### src/rtl/pom_pkg.sv
package pom_pkg;

  // Field widths of the sample and result beats.
  localparam int unsigned AC_W    = 12;
  localparam int unsigned DC_W    = 12;
  localparam int unsigned SCALE_W = 16;
  localparam int unsigned CNT_W   = 16;
  localparam int unsigned SPO2_W  = 7;

  // Datapath widths: products, SpO2 dividend, divider remainder and shift register.
  localparam int unsigned PROD_W = AC_W + DC_W;
  localparam int unsigned DVD_W  = 33;
  localparam int unsigned REM_W  = 26;
  localparam int unsigned Q_W    = 16;
  localparam int unsigned STEP_W = 5;

  localparam logic [SCALE_W-1:0] SCALE_RESET = 16'd30000;
  localparam logic [CNT_W-1:0]   CNT_MAX     = 16'hFFFF;

  localparam logic [STEP_W-1:0] SPO2_STEPS  = 5'd7;
  localparam logic [STEP_W-1:0] PULSE_STEPS = 5'd16;

  // Coefficients of the piecewise SpO2 line, all in units of the denominator.
  localparam logic [DVD_W-1:0] K_LO_NUM = 33'd5;
  localparam logic [DVD_W-1:0] K_LO_DEN = 33'd2;
  localparam logic [DVD_W-1:0] K_MID_A  = 33'd110;
  localparam logic [DVD_W-1:0] K_MID_B  = 33'd25;
  localparam logic [DVD_W-1:0] K_HI_A   = 33'd354;
  localparam logic [DVD_W-1:0] K_HI_B   = 33'd100;
  localparam logic [REM_W-1:0] K_HI_DIV = 26'd3;

  typedef struct packed {
    logic accept;
    logic load_spo2;
    logic step;
    logic load_pulse;
    logic load_out;
  } pom_cmd_t;

  typedef struct packed {
    logic emit;
    logic div_last;
    logic out_free;
  } pom_sts_t;

endpackage

### src/rtl/pulse_oximeter_period_measure.sv
// Pulse period and SpO2 measurement.
// Samples arrive on the in_ channel (red/infrared AC and DC), one beat per
// accepted sample. Ordinary samples only update the peak trackers and do not
// raise in_stall, so the input stays ready for the next sample.
// The sample that ends a period (red AC turning positive in the low phase)
// starts the result computation: the two ratio products are formed, the SpO2
// dividend is selected, the shared divider computes the 7-bit SpO2 quotient, is
// reloaded and computes the 16-bit pulse rate, and the output register is
// loaded. in_stall stays high from the acceptance of that sample until the
// output register is loaded. The divider produces one quotient bit per cycle.
// A result waiting in the output register does not stop sample intake; only
// when a second result finishes while the first is still stalled does the
// block hold in_stall until out_stall drops.
// The cfg_ channel writes pulse_scale and is always ready. Synchronous reset
// sets pulse_scale to 30000, clears the trackers and the sample count, and
// drops out_valid.
module pulse_oximeter_period_measure
  import pom_pkg::*;
(
  input  logic                      clk,
  input  logic                      rst_n,
  input  logic                      in_valid,
  output logic                      in_stall,
  input  logic signed [AC_W-1:0]    in_red_ac,
  input  logic signed [AC_W-1:0]    in_ir_ac,
  input  logic        [DC_W-1:0]    in_red_dc,
  input  logic        [DC_W-1:0]    in_ir_dc,
  output logic                      out_valid,
  input  logic                      out_stall,
  output logic        [SPO2_W-1:0]  out_spo2_percent,
  output logic        [CNT_W-1:0]   out_pulse_rate,
  output logic                      out_ratio_invalid,
  input  logic                      cfg_valid,
  output logic                      cfg_ready,
  input  logic        [SCALE_W-1:0] cfg_data
);

  pom_cmd_t cmd;
  pom_sts_t sts;

  assign cfg_ready = 1'b1;

  pom_ctrl u_ctrl (
    .clk      (clk),
    .rst_n    (rst_n),
    .in_valid (in_valid),
    .in_stall (in_stall),
    .sts      (sts),
    .cmd      (cmd)
  );

  pom_datapath u_datapath (
    .clk               (clk),
    .rst_n             (rst_n),
    .cmd               (cmd),
    .sts               (sts),
    .red_ac            (in_red_ac),
    .ir_ac             (in_ir_ac),
    .red_dc            (in_red_dc),
    .ir_dc             (in_ir_dc),
    .cfg_we            (cfg_valid && cfg_ready),
    .cfg_data          (cfg_data),
    .out_stall         (out_stall),
    .out_valid         (out_valid),
    .out_spo2_percent  (out_spo2_percent),
    .out_pulse_rate    (out_pulse_rate),
    .out_ratio_invalid (out_ratio_invalid)
  );

  a_spo2_range: assert property (@(posedge clk) disable iff (!rst_n)
    out_valid |-> (out_spo2_percent <= SPO2_W'(100)))
    else $error("SpO2 result above 100 percent");

  a_invalid_zero: assert property (@(posedge clk) disable iff (!rst_n)
    (out_valid && out_ratio_invalid) |-> (out_spo2_percent == '0))
    else $error("invalid ratio with nonzero SpO2");

  a_result_after_busy: assert property (@(posedge clk) disable iff (!rst_n)
    $rose(out_valid) |-> $past(in_stall))
    else $error("result beat appeared without a computation");

endmodule

### src/rtl/pom_ctrl.sv
module pom_ctrl
  import pom_pkg::*;
(
  input  logic     clk,
  input  logic     rst_n,
  input  logic     in_valid,
  output logic     in_stall,
  input  pom_sts_t sts,
  output pom_cmd_t cmd
);

  typedef enum logic [6:0] {
    ST_IDLE  = 7'b0000001,
    ST_MUL   = 7'b0000010,
    ST_LOADS = 7'b0000100,
    ST_DIVS  = 7'b0001000,
    ST_LOADP = 7'b0010000,
    ST_DIVP  = 7'b0100000,
    ST_FIN   = 7'b1000000
  } state_t;

  state_t state_r;
  state_t state_nxt;

  assign in_stall = (state_r != ST_IDLE);

  always_comb begin
    state_nxt = state_r;
    cmd       = '0;
    case (state_r)
      ST_IDLE: begin
        if (in_valid) begin
          cmd.accept = 1'b1;
          if (sts.emit) begin
            state_nxt = ST_MUL;
          end
        end
      end
      ST_MUL: begin
        state_nxt = ST_LOADS;
      end
      ST_LOADS: begin
        cmd.load_spo2 = 1'b1;
        state_nxt     = ST_DIVS;
      end
      ST_DIVS: begin
        cmd.step = 1'b1;
        if (sts.div_last) begin
          state_nxt = ST_LOADP;
        end
      end
      ST_LOADP: begin
        cmd.load_pulse = 1'b1;
        state_nxt      = ST_DIVP;
      end
      ST_DIVP: begin
        cmd.step = 1'b1;
        if (sts.div_last) begin
          state_nxt = ST_FIN;
        end
      end
      ST_FIN: begin
        // Hold the finished result until the output register can take it.
        if (sts.out_free) begin
          cmd.load_out = 1'b1;
          state_nxt    = ST_IDLE;
        end
      end
      default: begin
        state_nxt = ST_IDLE;
      end
    endcase
  end

  always_ff @(posedge clk) begin
    if (!rst_n) begin
      state_r <= ST_IDLE;
    end else begin
      state_r <= state_nxt;
    end
  end

endmodule

### src/rtl/pom_datapath.sv
module pom_datapath
  import pom_pkg::*;
(
  input  logic                     clk,
  input  logic                     rst_n,
  input  pom_cmd_t                 cmd,
  output pom_sts_t                 sts,
  input  logic signed [AC_W-1:0]   red_ac,
  input  logic signed [AC_W-1:0]   ir_ac,
  input  logic        [DC_W-1:0]   red_dc,
  input  logic        [DC_W-1:0]   ir_dc,
  input  logic                     cfg_we,
  input  logic        [SCALE_W-1:0] cfg_data,
  input  logic                     out_stall,
  output logic                     out_valid,
  output logic        [SPO2_W-1:0] out_spo2_percent,
  output logic        [CNT_W-1:0]  out_pulse_rate,
  output logic                     out_ratio_invalid
);

  logic [SCALE_W-1:0] scale_r;

  // Peak tracker state.
  logic                   low_r, low_nxt;
  logic signed [AC_W-1:0] red_max_r, red_max_nxt;
  logic signed [AC_W-1:0] red_min_r, red_min_nxt;
  logic signed [AC_W-1:0] ir_max_r, ir_max_nxt;
  logic signed [AC_W-1:0] ir_min_r, ir_min_nxt;
  logic [CNT_W-1:0]       cnt_r, cnt_nxt;
  logic                   emit;

  // Snapshot of one finished period.
  logic [AC_W-1:0]  ptp_red_r, ptp_ir_r;
  logic [DC_W-1:0]  rdc_r, idc_r;
  logic [CNT_W-1:0] pcount_r;
  logic [PROD_W-1:0] num_r, den_r;

  // Shared restoring divider.
  logic [REM_W-1:0]  rem_r, rem_nxt;
  logic [Q_W-1:0]    dvd_r, q_r;
  logic [REM_W-1:0]  dsr_r;
  logic [STEP_W-1:0] step_r;
  logic [REM_W:0]    rem_sh, rem_diff;
  logic              q_bit;

  // SpO2 dividend and divisor selection.
  logic [DVD_W-1:0] num_x, den_x, spo2_n;
  logic [REM_W-1:0] spo2_d;
  logic             den_zero, below_lo, below_one, above_hi;

  logic              inv_r;
  logic [SPO2_W-1:0] spo2_r;
  logic              out_valid_r;
  logic [SPO2_W-1:0] out_spo2_r;
  logic [CNT_W-1:0]  out_pulse_r;
  logic              out_inv_r;

  always_comb begin
    low_nxt     = low_r;
    red_max_nxt = red_max_r;
    red_min_nxt = red_min_r;
    ir_max_nxt  = ir_max_r;
    ir_min_nxt  = ir_min_r;
    emit        = 1'b0;
    if (!low_r) begin
      if (red_ac > red_max_r) red_max_nxt = red_ac;
      if (ir_ac > ir_max_r) ir_max_nxt = ir_ac;
      if (red_ac < 0) low_nxt = 1'b1;
    end else begin
      if (red_ac < red_min_r) red_min_nxt = red_ac;
      if (ir_ac < ir_min_r) ir_min_nxt = ir_ac;
      if (red_ac > 0) begin
        low_nxt = 1'b0;
        emit    = 1'b1;
      end
    end
    cnt_nxt = (cnt_r == CNT_MAX) ? cnt_r : cnt_r + 1'b1;
  end

  assign sts.emit = emit;

  always_ff @(posedge clk) begin
    if (!rst_n) begin
      scale_r   <= SCALE_RESET;
      low_r     <= 1'b0;
      red_max_r <= '0;
      red_min_r <= '0;
      ir_max_r  <= '0;
      ir_min_r  <= '0;
      cnt_r     <= '0;
    end else begin
      if (cfg_we) begin
        scale_r <= cfg_data;
      end
      if (cmd.accept) begin
        low_r <= low_nxt;
        if (emit) begin
          red_max_r <= '0;
          red_min_r <= '0;
          ir_max_r  <= '0;
          ir_min_r  <= '0;
          cnt_r     <= '0;
        end else begin
          red_max_r <= red_max_nxt;
          red_min_r <= red_min_nxt;
          ir_max_r  <= ir_max_nxt;
          ir_min_r  <= ir_min_nxt;
          cnt_r     <= cnt_nxt;
        end
      end
    end
  end

  // The maximum never drops below zero and the minimum never rises above it,
  // so the peak-to-peak swing always fits the unsigned field width.
  always_ff @(posedge clk) begin
    if (cmd.accept && emit) begin
      ptp_red_r <= red_max_nxt - red_min_nxt;
      ptp_ir_r  <= ir_max_nxt - ir_min_nxt;
      rdc_r     <= red_dc;
      idc_r     <= ir_dc;
      pcount_r  <= cnt_nxt;
    end
    num_r <= ptp_red_r * idc_r;
    den_r <= ptp_ir_r * rdc_r;
  end

  always_comb begin
    num_x     = {{(DVD_W-PROD_W){1'b0}}, num_r};
    den_x     = {{(DVD_W-PROD_W){1'b0}}, den_r};
    den_zero  = (den_r == '0);
    below_lo  = (K_LO_NUM * num_x) < (K_LO_DEN * den_x);
    below_one = (num_r < den_r);
    above_hi  = (K_HI_A * den_x) <= (K_HI_B * num_x);
    spo2_n    = '0;
    spo2_d    = {{(REM_W-PROD_W){1'b0}}, den_r};
    if (den_zero || below_lo) begin
      spo2_n = '0;
    end else if (below_one) begin
      spo2_n = K_MID_A * den_x - K_MID_B * num_x;
    end else if (above_hi) begin
      spo2_n = '0;
    end else begin
      spo2_n = K_HI_A * den_x - K_HI_B * num_x;
      spo2_d = K_HI_DIV * {{(REM_W-PROD_W){1'b0}}, den_r};
    end
  end

  // One quotient bit per cycle. The SpO2 quotient stays below 128, so the
  // upper dividend bits start out as a remainder smaller than the divisor.
  always_comb begin
    rem_sh   = {rem_r, dvd_r[Q_W-1]};
    rem_diff = rem_sh - {1'b0, dsr_r};
    q_bit    = (rem_sh >= {1'b0, dsr_r});
    rem_nxt  = q_bit ? rem_diff[REM_W-1:0] : rem_sh[REM_W-1:0];
  end

  assign sts.div_last = (step_r == STEP_W'(1));

  always_ff @(posedge clk) begin
    if (cmd.load_spo2) begin
      rem_r <= spo2_n[DVD_W-1:SPO2_W];
      dvd_r <= {spo2_n[SPO2_W-1:0], {(Q_W-SPO2_W){1'b0}}};
      dsr_r <= spo2_d;
      inv_r <= den_zero;
    end else if (cmd.load_pulse) begin
      rem_r  <= '0;
      dvd_r  <= scale_r;
      dsr_r  <= {{(REM_W-CNT_W){1'b0}}, pcount_r};
      spo2_r <= inv_r ? '0 : q_r[SPO2_W-1:0];
    end else if (cmd.step) begin
      rem_r <= rem_nxt;
      dvd_r <= {dvd_r[Q_W-2:0], 1'b0};
      q_r   <= {q_r[Q_W-2:0], q_bit};
    end
  end

  always_ff @(posedge clk) begin
    if (!rst_n) begin
      step_r <= '0;
    end else if (cmd.load_spo2) begin
      step_r <= SPO2_STEPS;
    end else if (cmd.load_pulse) begin
      step_r <= PULSE_STEPS;
    end else if (cmd.step) begin
      step_r <= step_r - 1'b1;
    end
  end

  assign sts.out_free = !out_valid_r || !out_stall;

  always_ff @(posedge clk) begin
    if (!rst_n) begin
      out_valid_r <= 1'b0;
    end else if (cmd.load_out) begin
      out_valid_r <= 1'b1;
    end else if (!out_stall) begin
      out_valid_r <= 1'b0;
    end
  end

  always_ff @(posedge clk) begin
    if (cmd.load_out) begin
      out_spo2_r  <= spo2_r;
      out_pulse_r <= q_r;
      out_inv_r   <= inv_r;
    end
  end

  assign out_valid         = out_valid_r;
  assign out_spo2_percent  = out_spo2_r;
  assign out_pulse_rate    = out_pulse_r;
  assign out_ratio_invalid = out_inv_r;

endmodule

### config.mk
export PLATFORM = sky130hd
export DESIGN_NAME = pulse_oximeter_period_measure
export DESIGN_NICKNAME = d
export VERILOG_FILES = /design/src/rtl/pom_pkg.sv /design/src/rtl/pulse_oximeter_period_measure.sv /design/src/rtl/pom_ctrl.sv /design/src/rtl/pom_datapath.sv
export SDC_FILE = /design/constraint.sdc
export NUM_CORES = 2
export LEC_CHECK = 0
export BUFFER_PORTS_ARGS = -buffer_cell sky130_fd_sc_hd__buf_2
export CORE_MARGIN = 2
export CORE_UTILIZATION = 31
export CTS_BUF_LIST = sky130_fd_sc_hd__clkbuf_4
export DETAILED_ROUTE_END_ITERATION = 16
export GPL_TIMING_DRIVEN = 0
export PLACE_DENSITY = 0.43
export SLEW_MARGIN = 40
export SYNTH_ARGS = -nofsm -noshare
export SYNTH_HDL_FRONTEND = slang
export SYNTH_HIERARCHICAL = 1
export SYNTH_SLANG_ARGS = --single-unit
### constraint.sdc
create_clock -name clk -period 10.37 [get_ports clk]
set_clock_uncertainty 0.2 [all_clocks]
set_input_delay 0 -clock clk [delete_from_list [all_inputs] [get_ports clk]]
set_output_delay 0 -clock clk [all_outputs]
set_load 0.01 [all_outputs]
### After elaboration in Yosys (flattened, before gate mapping)

Index checks and enable logic that the tools add are counted.

| word-level totals | value |
|---|---|
| flip-flop bits (word level) | 322 |

| operators by class | value |
|---|---|
| $lt $le $gt $ge | 10 |
| reductions and logical operators | 15 |
| bitwise operators | 3 |
| mux-type cells | 52 |
| $mul | 8 |
| eq/ne operators | 16 |
| $add $sub $neg | 7 |

Operators by type and width:

| kind | count |
|---|---|
| $mux W26 | 9 |
| $mux W12 | 12 |
| $mux W33 | 3 |
| $mux W16 | 5 |
| $mul A5 B24 Y29 const A | 2 |
| $pmux W7 S7 | 1 |
| $mul A12 B12 Y24 | 2 |
| $mux W7 | 5 |
| $le A33 B31 Y1 | 1 |
| $sub A33 B31 Y33 | 1 |
| $mul A8 B24 Y32 const A | 1 |
| $sub A31 B29 Y32 | 1 |
| $mul A6 B24 Y30 const A | 1 |
| $ge A27 B26 Y1 | 1 |
| $lt A27 B25 Y1 | 1 |
| $mul A3 B24 Y27 const A | 1 |
| $mul A2 B24 Y26 const A | 1 |
| $sub A26 B26 Y26 | 1 |
| $gt A12 B12 Y1 | 2 |
| $logic_not A24 Y1 | 1 |
| $lt A12 B12 Y1 | 2 |
| $lt A24 B24 Y1 | 1 |
| $sub A12 B12 Y12 | 2 |
| $add A16 B1 Y16 const B | 1 |
| 29 further kinds | 53 |

### Logic depth before layout (Yosys ltp)

| logic depth | value |
|---|---|
| depth after elaboration | 6 |
| depth in mapped cells | 36 |
| gate-level depth less buffers | 35 |

### Modules after synthesis

Netlist, hierarchy kept.

By module, submodules not included:

| module | times used | seq. area each (um2) | cells an instance | area an instance (um2) |
|---|---|---|---|---|
| pom_datapath | 1 | 8,017.7 | 4,468 | 40,732.8 |
| pom_ctrl | 1 | 140.1 | 47 | 416.6 |
| pulse_oximeter_period_measure | 1 | 0.0 | 2 | 11.3 |

### Worst setup path before layout

OpenSTA, ideal clock, no wires.

| timing path | value |
|---|---|
| kind | register to register |
| from | register u_datapath.den_r[2] |
| to | register u_datapath.rem_r[20] (data pin) |
| required time | 9.909 ns |
| library setup time | 0.261 ns |
| buffers on the path | 1 |
| arrival | 7.284 ns |
| path slack | 2.625 ns |
| stages on the path, launching flop included | 37 |
| cells stage by stage | dfxtp_1 -> inv_1 -> ha_1 -> clkbuf_1 -> xor2_1 -> ha_1 -> inv_1 -> fa_1 -> inv_1 -> ha_1 -> a21o_1 -> a21oi_1 -> o21ai_0 -> a31oi_1 -> a21oi_1 -> a21o_1 -> a21oi_1 -> o21bai_1 -> a21oi_1 -> xor2_1 -> ha_1 -> inv_1 -> fa_1 -> inv_1 -> fa_1 -> inv_1 -> ha_1 -> a21oi_1 -> o21ai_0 -> a21oi_1 -> a21oi_1 -> a211oi_1 -> a21oi_1 -> a21o_1 -> a21oi_1 -> xnor2_1 -> a221o_1 |

| between the ends | value |
|---|---|
| word-level cells in the longest chain between the ends | 6 |

RTL lines:

| what | RTL line | source |
|---|---|---|
| from (decl) | pom_datapath.sv:36 | `logic [PROD_W-1:0] num_r, den_r;` |
| from (signal assigned) | pom_datapath.sv:125 | `den_r <= ptp_ir_r * rdc_r;` |
| $mul A8 B24 Y32 | pom_datapath.sv:134, pom_datapath.sv:144 |  |
| $sub A33 B31 Y33 or $le A33 B31 Y1 (tied branches) | pom_datapath.sv:144, pom_datapath.sv:134 |  |
| $mux W33 | pom_datapath.sv:141 | `end else if (above_hi) begin` |
| $mux W33 | pom_datapath.sv:139 | `end else if (below_one) begin` |
| $mux W33 (*) | pom_datapath.sv:137 | `if (den_zero \|\| below_lo) begin` |
| $mux W26 (*) | pom_datapath.sv:161 | `if (cmd.load_spo2) begin` |
| to (signal assigned) | pom_datapath.sv:162 | `rem_r <= spo2_n[DVD_W-1:SPO2_W];` |
| to (signal assigned) | pom_datapath.sv:172 | `rem_r <= rem_nxt;` |
| to (decl) | pom_datapath.sv:39 | `logic [REM_W-1:0] rem_r, rem_nxt;` |

Mark *: on every way between the ends. The rest lies on a longest branch, timed or not.
A chain may end at the register's enable or synchronous reset.

### Final worst setup path

Ends and elaborated chain as after synthesis.

==> run metrics <==
share of post-route cells with drive strength above 1=6.87%; Slew @ Worst Pin=0.867 ns; DRC Markers=0; outcome=complete, no violations; RSZ-0062 raised after global routing=no; Starting Density=31.3%; Synth Instances=4517; Final WS setup=0.634 ns; crit path time final=9.74 ns; Post-synth EDFFs=171; DR vias/cell=4.76; TritonRoute pass-1 iters=5; Synth Cell Area=41200 sq um; GR Util All Layers=18.5%; DP HPWL=101000 microns; most used cell, CP=inv_1; clk root buf=clkbuf_4; Filler Cells Inserted=13700; clock buffer depth=3; Syn Nets=5613; post-synth top area share=19.5%; max_cap viols=0; post-synthesis register bit count=322; CP startpoint=u_datapath/den_r[2]; num ports=96; pre-CTS WS=0.494 ns; antenna violations before repair=9; num rows=133; WL/cell=18.4 microns; Clock Sinks=322; crit-path max FO=8; routed vias=32200; H-Tree Depth=3; mean area per synthesized cell=9.11 sq um; CP max stage delay=0.77 ns; global-route wire length before repair=194000 microns; CTS clk-pin slew, worst paths=0.06 ns; vias in the first global route=33900; yosys warns=6; Synth area leaders=ha_1, fa_1, edfxtp_1; latest clock arrival within the worst-skew pair=1.04 ns; post-CTS sizing=0; CTS tree=yes; largest net degree at the start of global routing=36; Hold Violations, Final=0; final WL=125000 microns; Layout area overhead=15.0%; register area=8170 sq um; area leader, netlist=ha_1; die area=136000 sq um; final worst path period share=93.9%; crit path DAT=10.28 ns; Reg-to-Reg Start=u_datapath/den_r[2]; Placer Congestion=0.846; Netlist cell types=95; core area=132000 sq um; area of the multi-input gates=29600 sq um; Seq/Total Area, Yosys=19.8%; Antenna Nets Post-Route=0; Final setup violation count=0; GR Overflow Total=0; die height=368 microns; Peak Freq=103 MHz; FFs w/ async S/R, synth=0%; HP Class=in -> reg; nets@finish=6022; Max Slew Vio Count=0; Iter 0 DRT Violations=1460; commonest non-fill, non-tap cell in the layout=inv_1; crit path launch type=flip-flop; hold wc startpoint=in_red_dc[4]; Chip Width=368 microns; ys flop type=edfxtp_1; Slew Limit Headroom=42.0%; Crit Path Category=reg -> reg; commonest cells after routing, fill and taps aside=inv_1, ha_1, fa_1; total CTS buffers=96; crit path max-delay cell type=dfxtp_1; CP endpoint kind=flip-flop; worst path required time=10.91 ns; Port Buffers=93
synth_stat cells, types with 31 or more instances:
cell type  instances
and2_1           124
nand4_1           31
nand2b_1          47
nor2_1           221
a21oi_1          240
ha_1             643
o21ai_0          150
nor3_1            45
edfxtp_1         171
o21a_1            39
a21o_1           114
fa_1             384
nor2b_1           92
a22oi_1           39
xor2_1            86
nand2_1          375
clkbuf_1          96
nand3_1           41
xnor2_1          163
mux2i_1           78
dfxtp_1          151
inv_1            792
state kept, by name (all words and copies together), names as in the netlist, 5 cells and up:
name	count
u_datapath/cnt_r	16
u_datapath/ptp_ir_r	12
u_datapath/out_pulse_rate	16
u_datapath/dvd_r	16
u_datapath/spo2_r	7
u_datapath/idc_r	12
u_datapath/rdc_r	12
u_datapath/q_r	16
u_datapath/dsr_r	26
u_datapath/red_min_r	12
u_datapath/rem_r	26
u_datapath/pcount_r	16
u_datapath/step_r	5
u_datapath/num_r	24
u_ctrl/state_r	7
u_datapath/den_r	24
u_datapath/scale_r	16
u_datapath/ir_min_r	12
u_datapath/red_max_r	12
u_datapath/ptp_red_r	12
u_datapath/ir_max_r	12
u_datapath/out_spo2_percent	7
critical path, delay by kind of cell (launching register included):
family / cells / cell delay (ns)
buffers and inverters: 7 / 0.94
adder cells (fa/ha/maj): 8 / 3.22
AND/OR/NAND/NOR: 5 / 0.79
AO/OA/AOI/OAI: 12 / 3.22
XOR/XNOR: 3 / 0.35
flip-flops: 1 / 0.77
cell type report:
| type | instances | area share (%) |
|---|---|---|
| clock buffer | 149 | 2.36 |
| antenna | 5 | 0.0264 |
| inverter | 795 | 6.30 |
| clock inverter | 29 | 0.373 |
| multi-input combinational | 3285 | 62.5 |
| timing repair buffer | 311 | 5.53 |
| buffer | 115 | 1.01 |
| sequential | 322 | 17.3 |
| tap | 1755 | 4.64 |
stage by stage:
step                cell area, sq um  instances  hold slack (ns)  setup TNS, ns  util, %
global route                   47300       6765           0.0923              0     36.0
finish                         47300       6766            0.134              0     36.0
CTS                            47300       6760           0.0143              0     36.0
detailed placement             44000       6378          -0.0213              0     33.4
floorplan                      41200       4517           -0.122              0        -
global placement               43800       6365          -0.0224         -59.06     33.3
final timing paths:
check	end	slack (ns)	depth (start not counted)
min reg2reg	u_datapath/out_spo2_percent[4]	0.21	0
min	u_datapath/rdc_r[4]	0.13	3
max reg2reg	u_datapath/rem_r[20]	0.63	35
max	u_datapath/rem_r[20]	0.63	35
what timing repair did:
| item | in CTS | in global routing |
|---|---|---|
| setup endpoints to repair | 0 | 0 |
| hold buffers | 204 | 0 |
| endpoints found under the hold margin | 215 | 0 |
| buffers inserted | 0 | 0 |
cell families after synthesis:
logic type / count (synthesis) / synth area share, %
AO/OA/AOI/OAI: 846 / 13.5
other: 1 / 0.00911
XOR/XNOR: 249 / 5.30
AND/OR/NAND/NOR: 1080 / 12.8
adder cells (fa/ha/maj): 1027 / 38.2
buffers and inverters: 910 / 8.40
flip-flops: 322 / 19.8
multiplexers: 82 / 2.01
layer usage:
metal  global-route usage [%]  vias to the layer above  part of all wire, %
met4                     5.92                        2                  2.7
li1                         -                    16000                    -
met1                     24.5                    15500                   47
met3                     2.17                      157                  3.4
met5                        0                        -                0.010
met2                     31.4                      529                   47
Power is left out: the tool's default activity adds up to more than one toggle a clock period on the data nets, which glitch-free logic cannot reach.
